### src/sv/mm3_pkg.sv
// ----------------------------------------------------------------------------
// mm3_pkg
// shared types, constants and helper functions for the murmur3 x86_32 hasher
// ----------------------------------------------------------------------------
`default_nettype none

package mm3_pkg;

    localparam int WORD_W = 32;
    localparam int CNT_W  = 3;

    localparam logic [WORD_W-1:0] MIX_C1  = 32'hcc9e2d51;
    localparam logic [WORD_W-1:0] MIX_C2  = 32'h1b873593;
    localparam logic [WORD_W-1:0] MIX_ADD = 32'he6546b64;
    localparam logic [WORD_W-1:0] FIN_M1  = 32'h85ebca6b;
    localparam logic [WORD_W-1:0] FIN_M2  = 32'hc2b2ae35;

    localparam logic [CNT_W-1:0] CNT_NONE = 3'd0;
    localparam logic [CNT_W-1:0] CNT_ONE  = 3'd1;
    localparam logic [CNT_W-1:0] CNT_TWO  = 3'd2;
    localparam logic [CNT_W-1:0] CNT_THREE = 3'd3;
    localparam logic [CNT_W-1:0] CNT_FULL = 3'd4;

    localparam int QUEUE_DEPTH_DEF = 4;

    // scrambled key as it travels from the front to the back
    typedef struct packed {
        logic [WORD_W-1:0] key;
        logic [CNT_W-1:0]  cnt;
        logic              last;
    } t_qword;

    // effective byte count: full word unless a short last word
    function automatic logic [CNT_W-1:0] eff_count(input logic [CNT_W-1:0] cnt,
                                                   input logic last);
        logic [CNT_W-1:0] res;
        if (!last || (cnt > CNT_FULL)) begin
            res = CNT_FULL;
        end else begin
            res = cnt;
        end
        return res;
    endfunction

    function automatic logic [WORD_W-1:0] tail_mask(input logic [CNT_W-1:0] cnt);
        logic [WORD_W-1:0] res;
        case (cnt)
            CNT_NONE:  res = 32'h0000_0000;
            CNT_ONE:   res = 32'h0000_00ff;
            CNT_TWO:   res = 32'h0000_ffff;
            CNT_THREE: res = 32'h00ff_ffff;
            default:   res = 32'hffff_ffff;
        endcase
        return res;
    endfunction

    function automatic logic [WORD_W-1:0] rotl15(input logic [WORD_W-1:0] x);
        return {x[16:0], x[31:17]};
    endfunction

    function automatic logic [WORD_W-1:0] rotl13(input logic [WORD_W-1:0] x);
        return {x[18:0], x[31:19]};
    endfunction

endpackage

`default_nettype wire

### src/sv/mm3_channels.sv
// ----------------------------------------------------------------------------
// mm3 channels
// valid/ready interfaces for the word input, the hash output and the seed write
// ----------------------------------------------------------------------------
`default_nettype none

interface mm3_item_if import mm3_pkg::*; ();
    logic              valid;
    logic              ready;
    logic [WORD_W-1:0] data_word;
    logic [CNT_W-1:0]  byte_count;
    logic              last_item;

    modport source (output valid, output data_word, output byte_count,
                    output last_item, input ready);
    modport sink   (input valid, input data_word, input byte_count,
                    input last_item, output ready);
endinterface

interface mm3_hash_if import mm3_pkg::*; ();
    logic              valid;
    logic              ready;
    logic [WORD_W-1:0] hash_value;

    modport source (output valid, output hash_value, input ready);
    modport sink   (input valid, input hash_value, output ready);
endinterface

interface mm3_seed_if import mm3_pkg::*; ();
    logic              valid;
    logic              ready;
    logic [WORD_W-1:0] seed;

    modport source (output valid, output seed, input ready);
    modport sink   (input valid, input seed, output ready);
endinterface

`default_nettype wire

### src/sv/mm3_front.sv
// ----------------------------------------------------------------------------
// mm3_front
// accepts words, masks the tail and runs the two-multiply key scramble
// ----------------------------------------------------------------------------
`default_nettype none

module mm3_front
    import mm3_pkg::*;
#(
    parameter int QUEUE_DEPTH = QUEUE_DEPTH_DEF,
    parameter int LVL_W       = $clog2(QUEUE_DEPTH + 1)
) (
    input  wire logic             i_clk,
    input  wire logic             i_rst_n,
    mm3_item_if.sink              i_item,
    input  wire logic [LVL_W-1:0] i_level,
    output logic                  o_push,
    output t_qword                o_qword
);

    localparam int SUM_W = $clog2(QUEUE_DEPTH + 3);

    logic              r_s1_v;
    logic [WORD_W-1:0] r_s1_key;
    logic [CNT_W-1:0]  r_s1_cnt;
    logic              r_s1_last;
    logic              r_s2_v;
    t_qword            r_s2;

    logic [SUM_W-1:0]  w_used;
    logic              w_take;
    logic [CNT_W-1:0]  w_cnt;

    // queue entries plus words still in the scramble stages
    assign w_used = SUM_W'(i_level) + SUM_W'(r_s1_v) + SUM_W'(r_s2_v);
    assign i_item.ready = (w_used < SUM_W'(QUEUE_DEPTH));
    assign w_take = i_item.valid && i_item.ready;
    assign w_cnt  = eff_count(i_item.byte_count, i_item.last_item);

    always_ff @(posedge i_clk) begin
        if (!i_rst_n) begin
            r_s1_v <= 1'b0;
            r_s2_v <= 1'b0;
        end else begin
            r_s1_v <= w_take;
            r_s2_v <= r_s1_v;
        end
    end

    always_ff @(posedge i_clk) begin
        r_s1_key  <= (i_item.data_word & tail_mask(w_cnt)) * MIX_C1;
        r_s1_cnt  <= w_cnt;
        r_s1_last <= i_item.last_item;
        r_s2.key  <= rotl15(r_s1_key) * MIX_C2;
        r_s2.cnt  <= r_s1_cnt;
        r_s2.last <= r_s1_last;
    end

    assign o_push  = r_s2_v;
    assign o_qword = r_s2;

endmodule

`default_nettype wire

### src/sv/mm3_queue.sv
// ----------------------------------------------------------------------------
// mm3_queue
// short fifo of scrambled keys between front and back
// ----------------------------------------------------------------------------
`default_nettype none

module mm3_queue
    import mm3_pkg::*;
#(
    parameter int QUEUE_DEPTH = QUEUE_DEPTH_DEF,
    parameter int LVL_W       = $clog2(QUEUE_DEPTH + 1)
) (
    input  wire logic             i_clk,
    input  wire logic             i_rst_n,
    input  wire logic             i_push,
    input  wire t_qword           i_qword,
    input  wire logic             i_pop,
    output logic                  o_valid,
    output t_qword                o_qword,
    output logic [LVL_W-1:0]      o_level
);

    localparam int PTR_W = (QUEUE_DEPTH > 1) ? $clog2(QUEUE_DEPTH) : 1;

    t_qword             r_mem [QUEUE_DEPTH];
    logic [PTR_W-1:0]   r_wr;
    logic [PTR_W-1:0]   r_rd;
    logic [LVL_W-1:0]   r_count;

    always_ff @(posedge i_clk) begin
        if (i_push) begin
            r_mem[r_wr] <= i_qword;
        end
    end

    always_ff @(posedge i_clk) begin
        if (!i_rst_n) begin
            r_wr    <= '0;
            r_rd    <= '0;
            r_count <= '0;
        end else begin
            if (i_push) begin
                r_wr <= (r_wr == PTR_W'(QUEUE_DEPTH - 1)) ? '0 : r_wr + 1'b1;
            end
            if (i_pop) begin
                r_rd <= (r_rd == PTR_W'(QUEUE_DEPTH - 1)) ? '0 : r_rd + 1'b1;
            end
            if (i_push && !i_pop) begin
                r_count <= r_count + 1'b1;
            end else if (!i_push && i_pop) begin
                r_count <= r_count - 1'b1;
            end
        end
    end

    assign o_valid = (r_count != '0);
    assign o_qword = r_mem[r_rd];
    assign o_level = r_count;

    // the front only sends a word when it has reserved a slot
    a_no_overflow: assert property (@(posedge i_clk) disable iff (!i_rst_n)
        i_push |-> (r_count != LVL_W'(QUEUE_DEPTH)))
        else $error("queue overflow");

    a_no_underflow: assert property (@(posedge i_clk) disable iff (!i_rst_n)
        i_pop |-> (r_count != '0))
        else $error("queue underflow");

    a_count_up: assert property (@(posedge i_clk) disable iff (!i_rst_n)
        (i_push && !i_pop) |=> (r_count == $past(r_count) + 1'b1))
        else $error("queue count lost a push");

    a_count_down: assert property (@(posedge i_clk) disable iff (!i_rst_n)
        (!i_push && i_pop) |=> (r_count == $past(r_count) - 1'b1))
        else $error("queue count lost a pop");

endmodule

`default_nettype wire

### src/sv/mm3_back.sv
// ----------------------------------------------------------------------------
// mm3_back
// running hash recurrence, length count and the three-stage final avalanche
// ----------------------------------------------------------------------------
`default_nettype none

module mm3_back
    import mm3_pkg::*;
(
    input  wire logic              i_clk,
    input  wire logic              i_rst_n,
    input  wire logic [WORD_W-1:0] i_seed,
    input  wire logic              i_q_valid,
    input  wire t_qword            i_qword,
    output logic                   o_pop,
    mm3_hash_if.source             o_hash
);

    logic [WORD_W-1:0] r_hash;
    logic [WORD_W-1:0] r_total;
    logic              r_in_msg;

    logic              r_f0_v;
    logic              r_f1_v;
    logic              r_f2_v;
    logic [WORD_W-1:0] r_f0;
    logic [WORD_W-1:0] r_f1;
    logic [WORD_W-1:0] r_f2;

    logic              w_f2_free;
    logic              w_f1_free;
    logic              w_f0_free;
    logic [WORD_W-1:0] w_h0;
    logic [WORD_W-1:0] w_h1;
    logic [WORD_W-1:0] w_rot;
    logic [WORD_W-1:0] n_hash;
    logic [WORD_W-1:0] n_total;
    logic [WORD_W-1:0] w_f0_mix;
    logic [WORD_W-1:0] w_f1_mix;

    assign w_f2_free = !r_f2_v || o_hash.ready;
    assign w_f1_free = !r_f1_v || w_f2_free;
    assign w_f0_free = !r_f0_v || w_f1_free;

    // a last word waits until the finalizer can take it
    assign o_pop = i_q_valid && (!i_qword.last || w_f0_free);

    always_comb begin
        w_h0    = r_in_msg ? r_hash : i_seed;
        w_h1    = w_h0 ^ i_qword.key;
        w_rot   = rotl13(w_h1);
        n_total = (r_in_msg ? r_total : '0) + WORD_W'(i_qword.cnt);
        if (i_qword.cnt == CNT_FULL) begin
            // times five as shift and add
            n_hash = w_rot + {w_rot[WORD_W-3:0], 2'b00} + MIX_ADD;
        end else begin
            n_hash = w_h1;
        end
    end

    always_ff @(posedge i_clk) begin
        if (!i_rst_n) begin
            r_hash   <= '0;
            r_total  <= '0;
            r_in_msg <= 1'b0;
        end else if (o_pop) begin
            r_hash   <= n_hash;
            r_total  <= n_total;
            r_in_msg <= !i_qword.last;
        end
    end

    assign w_f0_mix = r_f0 ^ (r_f0 >> 16);
    assign w_f1_mix = r_f1 ^ (r_f1 >> 13);

    always_ff @(posedge i_clk) begin
        if (!i_rst_n) begin
            r_f0_v <= 1'b0;
            r_f1_v <= 1'b0;
            r_f2_v <= 1'b0;
        end else begin
            if (w_f2_free) begin
                r_f2_v <= r_f1_v;
            end
            if (w_f1_free) begin
                r_f1_v <= r_f0_v;
            end
            if (w_f0_free) begin
                r_f0_v <= o_pop && i_qword.last;
            end
        end
    end

    always_ff @(posedge i_clk) begin
        if (w_f2_free) begin
            r_f2 <= w_f1_mix * FIN_M2;
        end
        if (w_f1_free) begin
            r_f1 <= w_f0_mix * FIN_M1;
        end
        if (w_f0_free) begin
            r_f0 <= n_hash ^ n_total;
        end
    end

    assign o_hash.valid      = r_f2_v;
    assign o_hash.hash_value = r_f2 ^ (r_f2 >> 16);

endmodule

`default_nettype wire

### src/sv/murmur3_hash_32.sv
// ----------------------------------------------------------------------------
// murmur3_hash_32
// streaming 32-bit murmur3 (x86_32) hasher over little-endian message words
// ----------------------------------------------------------------------------
// i_item carries one word per handshake: data_word, byte_count and last_item.
// words before the last are always taken as four bytes; the last word may
// hold 0 to 4 bytes (5..7 count as 4). o_hash delivers one hash_value per
// message, after its last word. i_seed writes the seed, which is loaded at the
// start of every message; write it only while no message is in flight.
// the block takes one word per cycle while the queue has room: the key
// scramble runs in a two-stage front pipeline, a short queue follows, and
// the back does one hash step per cycle (xor, rotate, times five, add) unless
// a last word waits for the finalizer. a result leaves through three finalizer
// stages after its last word. back-to-back messages run at full rate.
// while o_hash is stalled the finalizer holds up to three hashes; the back
// then stops only at a last word, and the front keeps taking words until the
// queue plus scramble stages hold QUEUE_DEPTH words.
// reset clears the seed, the running hash, the length and all valid flags;
// the next word after reset starts a new message.
// ----------------------------------------------------------------------------
`default_nettype none

module murmur3_hash_32
    import mm3_pkg::*;
#(
    parameter int QUEUE_DEPTH = QUEUE_DEPTH_DEF
) (
    input  wire logic i_clk,
    input  wire logic i_rst_n,
    mm3_item_if.sink  i_item,
    mm3_seed_if.sink  i_seed,
    mm3_hash_if.source o_hash
);

    localparam int LVL_W = $clog2(QUEUE_DEPTH + 1);

    logic [WORD_W-1:0] r_seed;
    logic              w_push;
    t_qword            w_push_word;
    logic              w_q_valid;
    t_qword            w_q_word;
    logic              w_pop;
    logic [LVL_W-1:0]  w_level;

    assign i_seed.ready = 1'b1;

    always_ff @(posedge i_clk) begin
        if (!i_rst_n) begin
            r_seed <= '0;
        end else if (i_seed.valid) begin
            r_seed <= i_seed.seed;
        end
    end

    mm3_front #(
        .QUEUE_DEPTH (QUEUE_DEPTH),
        .LVL_W       (LVL_W)
    ) u_front (
        .i_clk   (i_clk),
        .i_rst_n (i_rst_n),
        .i_item  (i_item),
        .i_level (w_level),
        .o_push  (w_push),
        .o_qword (w_push_word)
    );

    mm3_queue #(
        .QUEUE_DEPTH (QUEUE_DEPTH),
        .LVL_W       (LVL_W)
    ) u_queue (
        .i_clk   (i_clk),
        .i_rst_n (i_rst_n),
        .i_push  (w_push),
        .i_qword (w_push_word),
        .i_pop   (w_pop),
        .o_valid (w_q_valid),
        .o_qword (w_q_word),
        .o_level (w_level)
    );

    mm3_back u_back (
        .i_clk     (i_clk),
        .i_rst_n   (i_rst_n),
        .i_seed    (r_seed),
        .i_q_valid (w_q_valid),
        .i_qword   (w_q_word),
        .o_pop     (w_pop),
        .o_hash    (o_hash)
    );

endmodule

`default_nettype wire
### src/flat_wrapper.sv
// flat-port wrapper written by rule: the top's interface ports become plain ports
module murmur3_hash_32_flat import mm3_pkg::*;
#(
    parameter int QUEUE_DEPTH = QUEUE_DEPTH_DEF
)
  (i_clk, i_rst_n, i_item_valid, i_item_data_word, i_item_byte_count, i_item_last_item, i_item_ready, i_seed_valid, i_seed_seed, i_seed_ready, o_hash_valid, o_hash_hash_value, o_hash_ready);
  mm3_item_if i_item_i ();
  mm3_seed_if i_seed_i ();
  mm3_hash_if o_hash_i ();
  input  wire logic i_clk;
  input  wire logic i_rst_n;
  input wire logic [$bits(i_item_i.valid)-1:0] i_item_valid;
  input wire logic [$bits(i_item_i.data_word)-1:0] i_item_data_word;
  input wire logic [$bits(i_item_i.byte_count)-1:0] i_item_byte_count;
  input wire logic [$bits(i_item_i.last_item)-1:0] i_item_last_item;
  output wire logic [$bits(i_item_i.ready)-1:0] i_item_ready;
  input wire logic [$bits(i_seed_i.valid)-1:0] i_seed_valid;
  input wire logic [$bits(i_seed_i.seed)-1:0] i_seed_seed;
  output wire logic [$bits(i_seed_i.ready)-1:0] i_seed_ready;
  output wire logic [$bits(o_hash_i.valid)-1:0] o_hash_valid;
  output wire logic [$bits(o_hash_i.hash_value)-1:0] o_hash_hash_value;
  input wire logic [$bits(o_hash_i.ready)-1:0] o_hash_ready;
  assign i_item_i.valid = i_item_valid;
  assign i_item_i.data_word = i_item_data_word;
  assign i_item_i.byte_count = i_item_byte_count;
  assign i_item_i.last_item = i_item_last_item;
  assign i_item_ready = i_item_i.ready;
  assign i_seed_i.valid = i_seed_valid;
  assign i_seed_i.seed = i_seed_seed;
  assign i_seed_ready = i_seed_i.ready;
  assign o_hash_valid = o_hash_i.valid;
  assign o_hash_hash_value = o_hash_i.hash_value;
  assign o_hash_i.ready = o_hash_ready;
  murmur3_hash_32 #(.QUEUE_DEPTH(QUEUE_DEPTH)) u_core (.i_clk(i_clk), .i_rst_n(i_rst_n), .i_item(i_item_i), .i_seed(i_seed_i), .o_hash(o_hash_i));
endmodule
### config.mk
export PLATFORM = sky130hd
export DESIGN_NAME = murmur3_hash_32_flat
export DESIGN_NICKNAME = d
export VERILOG_FILES = /design/src/sv/mm3_pkg.sv /design/src/sv/mm3_channels.sv /design/src/sv/mm3_front.sv /design/src/sv/mm3_queue.sv /design/src/sv/mm3_back.sv /design/src/sv/murmur3_hash_32.sv /design/src/flat_wrapper.sv
export SDC_FILE = /design/constraint.sdc
export NUM_CORES = 2
export LEC_CHECK = 0
export BUFFER_PORTS_ARGS = -buffer_cell sky130_fd_sc_hd__buf_2
export CAP_MARGIN = 0
export CORE_ASPECT_RATIO = 1.4
export CORE_UTILIZATION = 35
export CTS_BUF_LIST = sky130_fd_sc_hd__clkbuf_4 sky130_fd_sc_hd__clkbuf_8 sky130_fd_sc_hd__clkbuf_16
export DETAILED_ROUTE_END_ITERATION = 16
export MAX_ROUTING_LAYER = met4
export PLACE_DENSITY_LB_ADDON = 0.15
export SLEW_MARGIN = 20
export SYNTH_ARGS = -nofsm -noshare
export SYNTH_HDL_FRONTEND = slang
export SYNTH_HIERARCHICAL = 1
export SYNTH_SLANG_ARGS = --single-unit
### constraint.sdc
create_clock -name i_clk -period 10.55 [get_ports i_clk]
set_input_delay 0.5275 -clock i_clk [delete_from_list [all_inputs] [get_ports i_clk]]
set_output_delay 0.5275 -clock i_clk [all_outputs]
set_load 0.02 [all_outputs]
==> impl_summary.log <==
[metrics] P&R area growth vs syn: 9.027%
[metrics] net total in the final layout: 6,736
[metrics] number of buffers created by CTS: 52
[metrics] Tightest Pin Transition: 1362 ps
[metrics] final routed DRC violation total: 0
[metrics] detailed router's first-iteration violation count: 1,395
[metrics] logic depth of the worst register-to-register path: 27
[metrics] filler cell count in the final layout: 15,110
[metrics] number of clock sinks: 423
[metrics] final WL: 168,900 um
[metrics] HPWL Detailed: 146,700 um
[metrics] share of the yosys chip area belonging to registers: 20.61%
[metrics] peak clock frequency supported by timing: 0.1199 GHz
[metrics] minimum setup slack in the final design: 2208 ps
[metrics] # Post-CTS Setup Buffers: 0
[metrics] y dimension of the die: 461.3 um
[metrics] top cells by area, synth: fa_1, ha_1, edfxtp_1
[metrics] number of global-route vias before repair: 37,550
[metrics] number of maximum-capacitance constraint violations: 0
[metrics] depth of the CTS H-tree: 2
[metrics] setup-violating endpoint count in the final report: 0
[metrics] num ports: 108
[metrics] top fanout value on the critical path: 7
[metrics] die outline width: 330.1 um
[metrics] latest clock arrival within the worst-skew pair: 710 ps
[metrics] total number of vias: 34,390
[metrics] endpoint type of the worst setup path: flip-flop
[metrics] wire length of the first global-routing pass: 247,400 um
[metrics] register bit total from synthesis: 423
[metrics] average instance area after synthesis: 10.45 um2
[metrics] final weighted congestion of routability-driven global placement: 0.9475
[metrics] CTS tree: done
[metrics] async set or reset register ratio after synthesis: 0%
[metrics] fraction of final layout cells with drive strength greater than 1: 6.298%
[metrics] core region area: 149,700 um2
[metrics] Die ar.: 152,300 um2
[metrics] RSZ-0062 raised after global routing: no
[metrics] cell count after synthesis: 5,045
[metrics] antenna violations before repair: 22
[metrics] Arrival @ worst endpoint: 8730 ps
[metrics] type of the worst setup path: reg -> reg
[metrics] commonest register cell after synthesis: edfxtp_1
[metrics] run status: finished, final reports clean
[metrics] global routing usage summed across all routing layers: 23.48%
[metrics] count of buffers from port buffering: 106
[metrics] final worst path period share: 79.07%
[metrics] worst max-slew margin expressed relative to the limit: 8.518%
[metrics] CTS Root Cell: clkbuf_16
[metrics] register clock-pin slew on the reported worst setup and hold paths: 60 ps
[metrics] total of warnings raised by yosys: 6
[metrics] length of the first detailed-routing pass in iterations: 5
[metrics] Synth top area share: 27.18%
[metrics] drt wl/cell: 23.55 um
[metrics] post-detailed-route count of antenna-violating nets: 0
[metrics] Cell Area, Synth: 52,740 um2
[metrics] effective utilization at floorplan: 35.24%
[metrics] final max-slew violation count: 0
[metrics] Setup WS pre-CTS: 2239 ps
[metrics] Req. time, crit path: 10,940 ps
[metrics] count of unique library cells instantiated by Yosys: 98
[metrics] Setup crit start kind: flip-flop
[metrics] post-cts sizing count: 0
[metrics] Hold Crit Depth: 2
[metrics] endpoints failing hold: 0
[metrics] TNS Setup: 0 ps
[metrics] number of buffers between clock root and the deepest sink: 3
[metrics] number of synthesized flops with an enable pin: 240
[metrics] hold_buf cts: 1
[metrics] mean number of vias per cell: 4.794
[metrics] GRT Residual Overflow: 0
[metrics] Setup Skew: 66.13 ps
[metrics] minimum clock period: 8342 ps
[metrics] nets in the synthesized netlist: 6,633
[metrics] maximum number of pins on one net before global-route repair: 67
[metrics] kind of path behind the tightest hold check: in -> reg
[metrics] number of rows created at floorplan: 168
[metrics] most area-hungry cell type in the Yosys netlist: fa_1
-- cell families after synthesis --
family | synth area share (%)
muxes | 3.414
xor gates and xnor gates | 7.350
other | 0.007111
buffers and inverters | 10.26
adders and majority gates | 46.14
DFF | 20.61
AOI/OAI and AO/OA | 6.028
and+or+nand+nor | 6.197
-- stage by stage --
step	cells	utilization (%)	cell area, um2	hold slack [ps]
final	7173	38.42	57500	112.2
after global routing	7172	38.42	57500	103.2
after CTS	7147	38.38	57430	65.90
after detailed placement	7048	37.07	55470	312.1
after global placement	7048	37.07	55470	312.0
after floorplan	5045	-	52740	309.6
-- routing by layer --
metal	routed length, um	track usage, %
met3	3523	2.952
met1	55670	21.20
met4	11550	14.51
met2	98200	45.66
met5	0	-
-- cells in the final DEF (no fill, tap or decap), types with 52 or more instances in the layout --
| cell | count |
|---|---|
| fa_1 | 716 |
| dfxtp_1 | 180 |
| ha_1 | 799 |
| mux2i_1 | 85 |
| nor2_1 | 200 |
| xor2_1 | 139 |
| nand2_1 | 160 |
| clkbuf_16 | 52 |
| a21oi_1 | 153 |
| inv_1 | 1279 |
| xnor2_1 | 293 |
| buf_2 | 106 |
| edfxtp_1 | 240 |
| nor2b_1 | 61 |
| o21ai_0 | 87 |
-- sequential cells by signal, indices dropped and copies added (netlist names), named ones only --
signal	count
u_core/u_back/r_in_msg	1
u_core/u_back/r_f1_v	1
u_core/u_back/r_f0	32
u_core/u_front/o_push	1
u_core/u_back/o_hash.valid	1
u_core/u_back/r_f2	32
u_core/u_queue/r_rd	2
u_core/u_back/r_f0_v	1
u_core/u_back/r_total	32
u_core/u_back/r_hash	32
u_core/u_front/r_s1_v	1
u_core/u_front/r_s1_cnt	3
u_core/r_seed	32
u_core/u_queue/r_wr	2
u_core/u_front/o_qword	36
u_core/u_back/r_f1	32
u_core/u_queue/r_mem	144
u_core/u_front/r_s1_last	1
u_core/u_queue/o_level	3
u_core/u_front/r_s1_key	32
-- worst paths after layout --
path	start	endpoint	slack, ps
max	u_core/u_back/r_f0[23]	u_core/u_back/r_f1[29]	2210
min	i_item_valid	u_core/u_front/r_s1_v	110
max reg2reg	u_core/u_back/r_f0[23]	u_core/u_back/r_f1[29]	2210
min reg2reg	u_core/u_front/r_s1_cnt[2]	u_core/u_front/o_qword[3]	330
-- cell type report --
cell class	count	area (um2)	area share, %
antenna	26	65.06	0.1132
clock buffer	56	1356	2.359
clock inverter	42	593.1	1.031
inverter	1282	4812	8.369
multi-input combinational	3238	36480	63.44
sequential	423	10880	18.92
tap	1955	2446	4.254
timing repair buffer	151	870.8	1.515
-- cells in the mapped netlist (85+ instances only) --
cell type	instances
a21oi_1	153
dfxtp_1	183
edfxtp_1	240
fa_1	716
ha_1	799
inv_1	1280
mux2i_1	85
nand2_1	161
nor2_1	200
o21ai_0	88
xnor2_1	293
xor2_1	140
-- critical path, cell delays in order, from the launching register on --
cell and delay (ps):
edfxtp_1 550, xnor2_1 590, inv_1 280, xnor2_1 260, ha_1 230, or2_2 310
fa_1 510, inv_1 60, fa_1 530, inv_1 60, fa_1 500, inv_1 50
fa_1 530, inv_1 70, fa_1 500, fa_1 540, inv_1 50, fa_1 520
inv_1 40, ha_1 370, and3_1 280, nand2_1 100, nor3b_1 250, inv_1 90
a21o_1 180, a2bb2oi_1 290, a21oi_1 140, xor2_1 160
Power is not shown: default switching activity piles up to over one toggle a cycle in this logic, so the estimate is an artifact.
